[config.mk]
export PLATFORM = sky130hd
export DESIGN_NAME = lca_row_rule
export DESIGN_NICKNAME = d
export VERILOG_FILES = /design/src/rtl/lca_pkg.sv /design/src/rtl/lca_row_rule.sv
export SDC_FILE = /design/constraint.sdc
export NUM_CORES = 1
export LEC_CHECK = 0
export BUFFER_PORTS_ARGS = -buffer_cell sky130_fd_sc_hd__clkbuf_2
export CORE_ASPECT_RATIO = 1.25
export CORE_UTILIZATION = 55
export DETAILED_ROUTE_END_ITERATION = 10
export PLACE_DENSITY_LB_ADDON = 0.05
export SLEW_MARGIN = 10
export SYNTH_ARGS = -nofsm -noshare
export SYNTH_HDL_FRONTEND = slang
export SYNTH_SLANG_ARGS = --single-unit
[constraint.sdc]
create_clock -name clk_i -period 9.2 [get_ports clk_i]
set_input_delay 0.46 -clock clk_i [delete_from_list [all_inputs] [get_ports clk_i]]
set_output_delay 0.46 -clock clk_i [all_outputs]
set_load 0.01 [all_outputs]
[src/rtl/lca_pkg.sv]
`timescale 1ns / 1ps

package lca_pkg;

  // Field widths of the command, result and configuration channels.
  localparam int KIND_W     = 2;
  localparam int INDEX_W    = 8;
  localparam int CFG_IDX_W  = 8;
  localparam int CFG_DATA_W = 7;

  // Command kinds.
  localparam logic [KIND_W-1:0] KIND_SET     = 2'd0;
  localparam logic [KIND_W-1:0] KIND_GET     = 2'd1;
  localparam logic [KIND_W-1:0] KIND_ADVANCE = 2'd2;
  localparam logic [KIND_W-1:0] KIND_CLEAR   = 2'd3;

  // Configuration register indexes.
  localparam logic [CFG_IDX_W-1:0] CFG_ACTIVE_ROWS = 8'd0;
  localparam logic [CFG_IDX_W-1:0] CFG_ACTIVE_COLS = 8'd1;

  localparam logic [CFG_DATA_W-1:0] ACTIVE_RESET = 7'd10;

  // Neighbor count and the B3/S23 thresholds.
  localparam int NCNT_W = 4;
  localparam logic [NCNT_W-1:0] LIFE_BIRTH   = 4'd3;
  localparam logic [NCNT_W-1:0] LIFE_SURVIVE = 4'd2;

endpackage

[src/rtl/lca_row_rule.sv]
`timescale 1ns / 1ps

module lca_row_rule
  import lca_pkg::*;
#(
  parameter int WIDTH = 64
) (
  input  logic             clk_i,
  input  logic             en_i,
  input  logic [WIDTH-1:0] prev_i,
  input  logic [WIDTH-1:0] cur_i,
  input  logic [WIDTH-1:0] nxt_i,
  input  logic [WIDTH-1:0] mask_i,
  output logic [WIDTH-1:0] row_o
);

  // Rows padded with a dead column on each side; bit c+1 holds column c.
  logic [WIDTH+1:0] pp, cp, np;
  logic [WIDTH-1:0] new_row;
  logic [WIDTH-1:0] row_q;

  assign pp = {1'b0, prev_i & mask_i, 1'b0};
  assign cp = {1'b0, cur_i & mask_i, 1'b0};
  assign np = {1'b0, nxt_i & mask_i, 1'b0};

  for (genvar c = 0; c < WIDTH; c++) begin : g_col
    logic [NCNT_W-1:0] cnt;
    logic              lives;
    assign cnt = NCNT_W'(pp[c]) + NCNT_W'(pp[c+1]) + NCNT_W'(pp[c+2])
               + NCNT_W'(cp[c]) + NCNT_W'(cp[c+2])
               + NCNT_W'(np[c]) + NCNT_W'(np[c+1]) + NCNT_W'(np[c+2]);
    assign lives = (cnt == LIFE_BIRTH) || (cur_i[c] && (cnt == LIFE_SURVIVE));
    // Columns outside the active area keep their stored value.
    assign new_row[c] = mask_i[c] ? lives : cur_i[c];
  end

  always_ff @(posedge clk_i) begin
    if (en_i) begin
      row_q <= new_row;
    end
  end

  assign row_o = row_q;

endmodule
==> results.txt, run 1 <==
The flow ran to the end, and the final reports show no timing, DRC or antenna violations. Setup repair after global routing left no endpoint under its margin. The setup path with the least slack is of type in2reg.

The share of the yosys chip area belonging to registers is 0.138. The global routing stage identified its most utilized layer as met2. The first global-routing pass estimated just over 50 mm of wire. Compared with the post-synthesis result, the final layout area differs by 16.4%.

The first-iteration detailed-routing DRC count came out at roughly 330. The number of remaining DRC errors came out at 0. The final-report hold violation count is 0. The top flip-flop cell by instance count after synthesis is sky130_fd_sc_hd__edfxtp_1. The average routed wire per standard cell came out at 14.1 um.

Derived from the worst setup path, the maximum achievable clock frequency is 302 MHz. The number of post-CTS setup repair buffers came out at 0. At the worst endpoint, the required time is 9410 ps. The number of global-route vias before repair came out at 11,897.

The path class of the tightest hold or removal check is in2reg. The full die area came out at 25,900 um2. The share of the cycle needed by the critical path after routing came out at 0.360.

The layout filler cell count came out at around 2,200. The max-slew violation total from the final report is 0. Dividing the detail-routed via count by the number of cells gives 5.25.

For met2 alone, demand over resource in global routing was 0.456. The number of synthesized flops with an enable pin came out at 64. The first detailed-routing pass took 4 iterations.

The delay of the slowest cell on the worst path came out at between 500 and 600 ps. The share of cells above drive strength 1 came out at 0.184. The number of flip-flops in the largest register is 64. The TritonCTS clock tree is built. The ratio of total power to cell area came out at 119 nW/um2.

After the last flow step, the layout net total stands at 2,487. In the post-synthesis netlist, the biggest area contributors are sky130_fd_sc_hd__fa_1 (28%), sky130_fd_sc_hd__ha_1 (17%), sky130_fd_sc_hd__edfxtp_1 (14%), sky130_fd_sc_hd__inv_1 (6.9%), sky130_fd_sc_hd__a21oi_1 (4.6%). Buffers inserted during clock tree synthesis total 9. The number of antenna violations at the first check in global routing was 2. The element type at the critical path start is an input pin. The remaining max-slew budget at the tightest pin came out at 0.308. The signal on the critical path passes through clkbuf_2 > nand2_1 > xor2_1 > ha_1 > inv_1 > fa_1 > inv_1 > fa_1 > and3_1 > fa_1 > o21ai_0 > nand3_1 > a21oi_1. In this run the clock root is driven by a sky130_fd_sc_hd__clkbuf_16.

The post-synthesis sequential element count is 64. The proportion of register bits with asynchronous set or reset after synthesis came out at 0. The yosys synthesis warning count is 0. The half-perimeter wire length after placement came out at 26.8 mm. The total of buffers placed on input and output ports came out at 321.

The number of max-capacitance violations reported came out at 0. The largest fanout on the critical path is 6. The transition time of the tightest slew-check pin is 1040 ps. Across the VDD grid, the largest voltage drop is 0.0000852 V. The mean instance size in the synthesized netlist came out at between 9 and 10 um2. The total via count after detailed routing came out at 11,470. The clock passes through at most 2 buffers.

The most numerous cell type found on the critical path is sky130_fd_sc_hd__fa_1. The met1 usage in global routing came out at 0.281. The total number of clock tree sinks is 64.

STA classifies the critical path endpoint as a flop. Data arrives at the worst endpoint at between 3000 and 4000 ps. Together, buffers and inverters on the worst path number 3.

Entering global routing, the biggest net connects 65 pins. The met3 usage in global routing is 0.0461. The count of hold buffers inserted by post-cts repair is 0.

The depth of the CTS H-tree came out at 3. The non-filler instance count after layout came out at 2,183. The area taken by flip-flops and latches came out at 1920 um2.

The minimum clock period after layout came out at 3310 ps. In the final layout, the multi-input gates occupy 11,000 um2. The starting utilization of the core area is 0.564. In the final timing run, aggregate negative setup slack is 0 ps. The CTS clock-pin slew for the worst setup and hold paths is 60 ps. The aggregate global routing overflow is 0.

The final routed wirelength across all metal layers came out at 30.9 mm. The floorplan die width came out at 144 um. The library cell used most frequently in the layout, excluding fill and tap cells, is sky130_fd_sc_hd__clkbuf_2. Summed over all cells, the static leakage comes to 8.82 nW.

The library cells used most frequently in the layout, excluding fill and tap cells, are sky130_fd_sc_hd__clkbuf_2 (320), sky130_fd_sc_hd__inv_1 (257), sky130_fd_sc_hd__fa_1 (192). The number of nets in the synthesized netlist came out at between 2,000 and 2,500. The count of nets left with antenna violations once routing finished came out at 0. The final setup violation count came out at 0. The final estimated routing congestion in global placement came out at 0.831. In this run the cell area of the synthesized design comes to 13,900 um2.

The total number of placement rows is 64. The number of distinct library cell variants in the gate-level netlist after synthesis is 27. Broken down by cell family, the worst path's largest delay share belongs to adder cells.

The number of cells produced by synthesis came out at 1,514. The largest total area in the synthesized netlist belongs to sky130_fd_sc_hd__fa_1. The area share of the largest cell type after synthesis is 0.277. The core region is 24,700 um2.

Once the clock tree was built, the resizer swapped 0 gates to a different size. The overall routing resource usage is 0.250. The die span in y is 180 um.

The slowest cell on the critical path is sky130_fd_sc_hd__fa_1. The number of placed cells counting well taps is 2,165. For this design the top-level I/O count stands at 322.
-- worst paths after layout --
path                         to        from  cells past startpoint
worst min-delay path  row_o[47]   cur_i[47]                      3
worst max-delay path  row_o[38]  mask_i[37]                     13
-- cell usage after synthesis, types with 2 or more instances --
| cell | instances |
|---|---|
| sky130_fd_sc_hd__a221oi_1 | 2 |
| sky130_fd_sc_hd__xor2_1 | 59 |
| sky130_fd_sc_hd__a21oi_1 | 127 |
| sky130_fd_sc_hd__nor2_1 | 10 |
| sky130_fd_sc_hd__nand3b_1 | 54 |
| sky130_fd_sc_hd__nand3_1 | 111 |
| sky130_fd_sc_hd__nand2_1 | 133 |
| sky130_fd_sc_hd__xnor2_1 | 55 |
| sky130_fd_sc_hd__ha_1 | 191 |
| sky130_fd_sc_hd__and2_1 | 65 |
| sky130_fd_sc_hd__o21bai_1 | 59 |
| sky130_fd_sc_hd__and3_1 | 60 |
| sky130_fd_sc_hd__edfxtp_1 | 64 |
| sky130_fd_sc_hd__nand2b_1 | 4 |
| sky130_fd_sc_hd__fa_1 | 192 |
| sky130_fd_sc_hd__inv_1 | 257 |
| sky130_fd_sc_hd__o21ai_0 | 61 |
-- cell families (layout without fill, tap and decap cells) --
family | after synthesis | count (layout) | share of synthesized area
xor gates and xnor gates | 114 | 114 | 0.0718
adders and majority gates | 383 | 383 | 0.448
buffers and inverters | 258 | 595 | 0.0697
and+or+nand+nor | 442 | 442 | 0.169
AOI/OAI and AO/OA | 253 | 253 | 0.103
DFF | 64 | 64 | 0.138
other | 0 | 2 | 0
-- metrics by stage --
step	instance area (um2)	total power, mW	setup slack, ps	hold WS (ps)	utilization
global placement	15900	1.56	5600	789	0.646
floorplan	13900	1.28	5860	572	-
CTS	16200	1.95	5920	427	0.656
detailed placement	15900	1.61	5550	798	0.646
finish	16200	1.93	5890	437	0.656
global route	16200	2.14	5710	452	0.656
-- layer usage --
layer  vias to the layer above  part of all wire
met5                         -                 0
met4                         0             0.037
met3                        60             0.056
met2                       270              0.51
met1                      5390              0.40
li1                       5750                 -
-- cell type report --
| cell class | instances | share of cell area |
|---|---|---|
| multi-input cells | 1192 | 0.680 |
| diodes | 2 | 0.000309 |
| flip-flops and latches | 64 | 0.119 |
| repair buffers | 321 | 0.0994 |
| clock buffers | 11 | 0.0144 |
| well taps | 330 | 0.0255 |
| clock inverters | 5 | 0.00147 |
| inverters | 258 | 0.0598 |
-- report_power, final --
part	internal, mW	total (mW)	switching, mW
registers	0.397	0.413	0.0160
clock network	0.180	0.330	0.150
logic	0.535	1.19	0.651
total	1.11	1.93	0.816
Note: power is estimated with default switching activity, not from simulation.
==> inputs of run 2 (changes only) <==
==> constraint.sdc (replaced) <==
create_clock -name clk_i -period 3.32 [get_ports clk_i]
set_input_delay 0.166 -clock clk_i [delete_from_list [all_inputs] [get_ports clk_i]]
set_output_delay 0.166 -clock clk_i [all_outputs]
set_load 0.01 [all_outputs]
==> run 2 against run 1 <==
Effect of this change:
- clock power grew to 2.8 times the previous value
- sequential power rose to 2.8 times the previous value
- worst setup slack got worse by 5600 ps
- critical endpoint unchanged
- largest cell class unchanged
- largest power group unchanged
- highest routed layer unchanged
==> results.txt, run 2 (synthesis results as in run 1) <==
The full die area is 25,900 um2. For this run, the post-layout net count is 2,519. The CTS clock-pin slew for the worst setup and hold paths came out at approximately 60 ps.

The type of the worst setup path is in2reg. TritonCTS built the clock tree. For this configuration, the core starts out at a cell density of 0.564.

The total via count after detailed routing is 11,654. The required arrival time at the worst endpoint came out at 3510 ps. The share of cells above drive strength 1 came out at 0.198. The worst setup path is launched from an input pin. Leaving out fill and tap cells, the most frequent cell in the layout is sky130_fd_sc_hd__clkbuf_2. The largest net degree at the start of global routing came out at between 60 and 70.

The overall routing resource usage is 0.252. STA classifies the critical path endpoint as a flop. The final-report hold violation count is 0. On the worst path, the slowest cell contributes a delay of 530 ps. The minimum clock period after layout is 3020 ps. Measured on the finished design, the core utilization comes to 0.666. No sink is reached through more buffers than the 2 on the longest clock path. At the pin with the least slew margin, the transition time is 1020 ps.

The final estimated routing congestion in global placement is roughly 0.89. The total of buffers placed on input and output ports came out at 321. The number of remaining DRC errors came out at 0. Headroom to the max-slew limit came out at 0.321. Setup repair after global routing left no endpoint under its margin.

The floorplan has 64 rows. The final instance area came out at 16,400 um2. By instance count, the cell type seen most on the critical path is sky130_fd_sc_hd__fa_1. The number of global-route vias before repair came to approximately 12,000. The worst min-delay path category is in2reg. The slowest stage of the critical path belongs to the cell sky130_fd_sc_hd__fa_1.

The max-slew violation total from the final report came out at 0. Summed over all nets, the half-perimeter wirelength after detailed placement is roughly 27 mm. The number of post-CTS setup repair buffers came out at 0.

The tool flagged a number of max-cap violations equal to 0. Static timing analysis puts the maximum clock frequency at 331 MHz. The global-route wire length before repair came out at 52.3 mm.

The tree is rooted in a sky130_fd_sc_hd__clkbuf_16. The worst hold slack across all endpoints came out at around 150 ps. The H-tree was split into 3 levels. The ratio of total power to cell area came out at 327 nW/um2.

The share of the cycle needed by the critical path after routing is 0.909. The leakage power of the design came out at about 9 nW. The number of flip-flops in the largest register is 64. The number of buffers created by CTS is 9. The flow ran to the end, and the final reports show no timing, DRC or antenna violations. VDD sags by at most 0.000236 V. Dividing the detail-routed via count by the number of cells gives approximately 5.3. The signal on the critical path passes through clkbuf_2 > nand2_1 > xor2_1 > ha_1 > inv_1 > fa_1 > inv_1 > fa_1 > and3_1 > fa_1 > o21ai_0 > nand3_1 > a21oi_1.

For this run, the detailed router's first-pass iteration total came to 4. The final setup violation count is 0. In the final routed layout, each cell accounts on average for ~14 um. From synthesis to final layout, the design area changed by 18.2%. between 300 and 400 I/O pins were placed. In the layout the commonest cells are sky130_fd_sc_hd__clkbuf_2 (320), sky130_fd_sc_hd__inv_1 (257), sky130_fd_sc_hd__fa_1 (192). Along the worst path, the maximum fanout reaches 6. Summed over all failing endpoints, the final setup total negative slack is 0 ps.

In this run, post-CTS hold repair placed 0 buffers. The total number of clock tree sinks is 64. The core area is 24,700 um2. The quantity of gates resized following cts came out at 0.

The total design power is ~5.4 mW. The floorplan die width is 144 um. The data arrival time at the worst-slack endpoint is between 3000 and 4000 ps. The final routed wirelength across all metal layers came out at 31.3 mm. The number of antenna violations at the first check in global routing is 3.

For this run the aggregate overflow at the end of global routing stands at 0. From bottom edge to top edge, the die measures 180 um. The count of antenna-violating nets left after detailed routing came out at 0. The total cell area at the placement stage is 16,200 um2. The first-iteration detailed-routing DRC count came out at 431.
## run 2: changes by cell type in the layout (fill, tap and decap cells not counted)
| cell | delta |
|---|---|
| sky130_fd_sc_hd__buf_4 | +32 |
| sky130_fd_sc_hd__diode_2 | +1 |
## run 2: stage by stage
stage | worst slack, ps | instances
after CTS | 329 | 2213
after floorplan | 279 | 1514
after detailed placement | -31.4 | 2197
final | 301 | 2216
after global placement | 40.5 | 2197
after global routing | 182 | 2216
## run 2: final timing paths
path / from / slack [ps] / cells after the start / end
hold / removal: cur_i[2] / 150 / 3 / row_o[2]
setup / recovery: mask_i[37] / 300 / 13 / row_o[38]
## run 2: metal layers
layer | global-route usage | vias to the layer above | share of wire
met5 | 0 | - | 0
met4 | 0.102 | 0 | 0.032
met3 | 0.0429 | 51 | 0.053
met2 | 0.461 | 262 | 0.51
met1 | 0.286 | 5512 | 0.40
li1 | - | 5829 | -
## run 2: critical path, delay by kind of cell
kind	cells	cell delay, ps
adder cells (fa/ha/maj)	4	1720
AND/OR/NAND/NOR	3	500
AO/OA/AOI/OAI	2	390
buffers and inverters	3	240
XOR/XNOR	1	210
## run 2: report_power, final
part	internal, mW	switching, mW
registers	1.10	0.0450
clock network	0.500	0.417
logic	1.50	1.81
## run 2: final cells by class
class	count	area [um2]
clock inverters	5	23.8
well taps	330	413
diodes	3	7.51
repair buffers	353	1850
clock buffers	11	233
fillers	2164	8240
multi-input cells	1192	11000
flip-flops and latches	64	1920
inverters	258	968
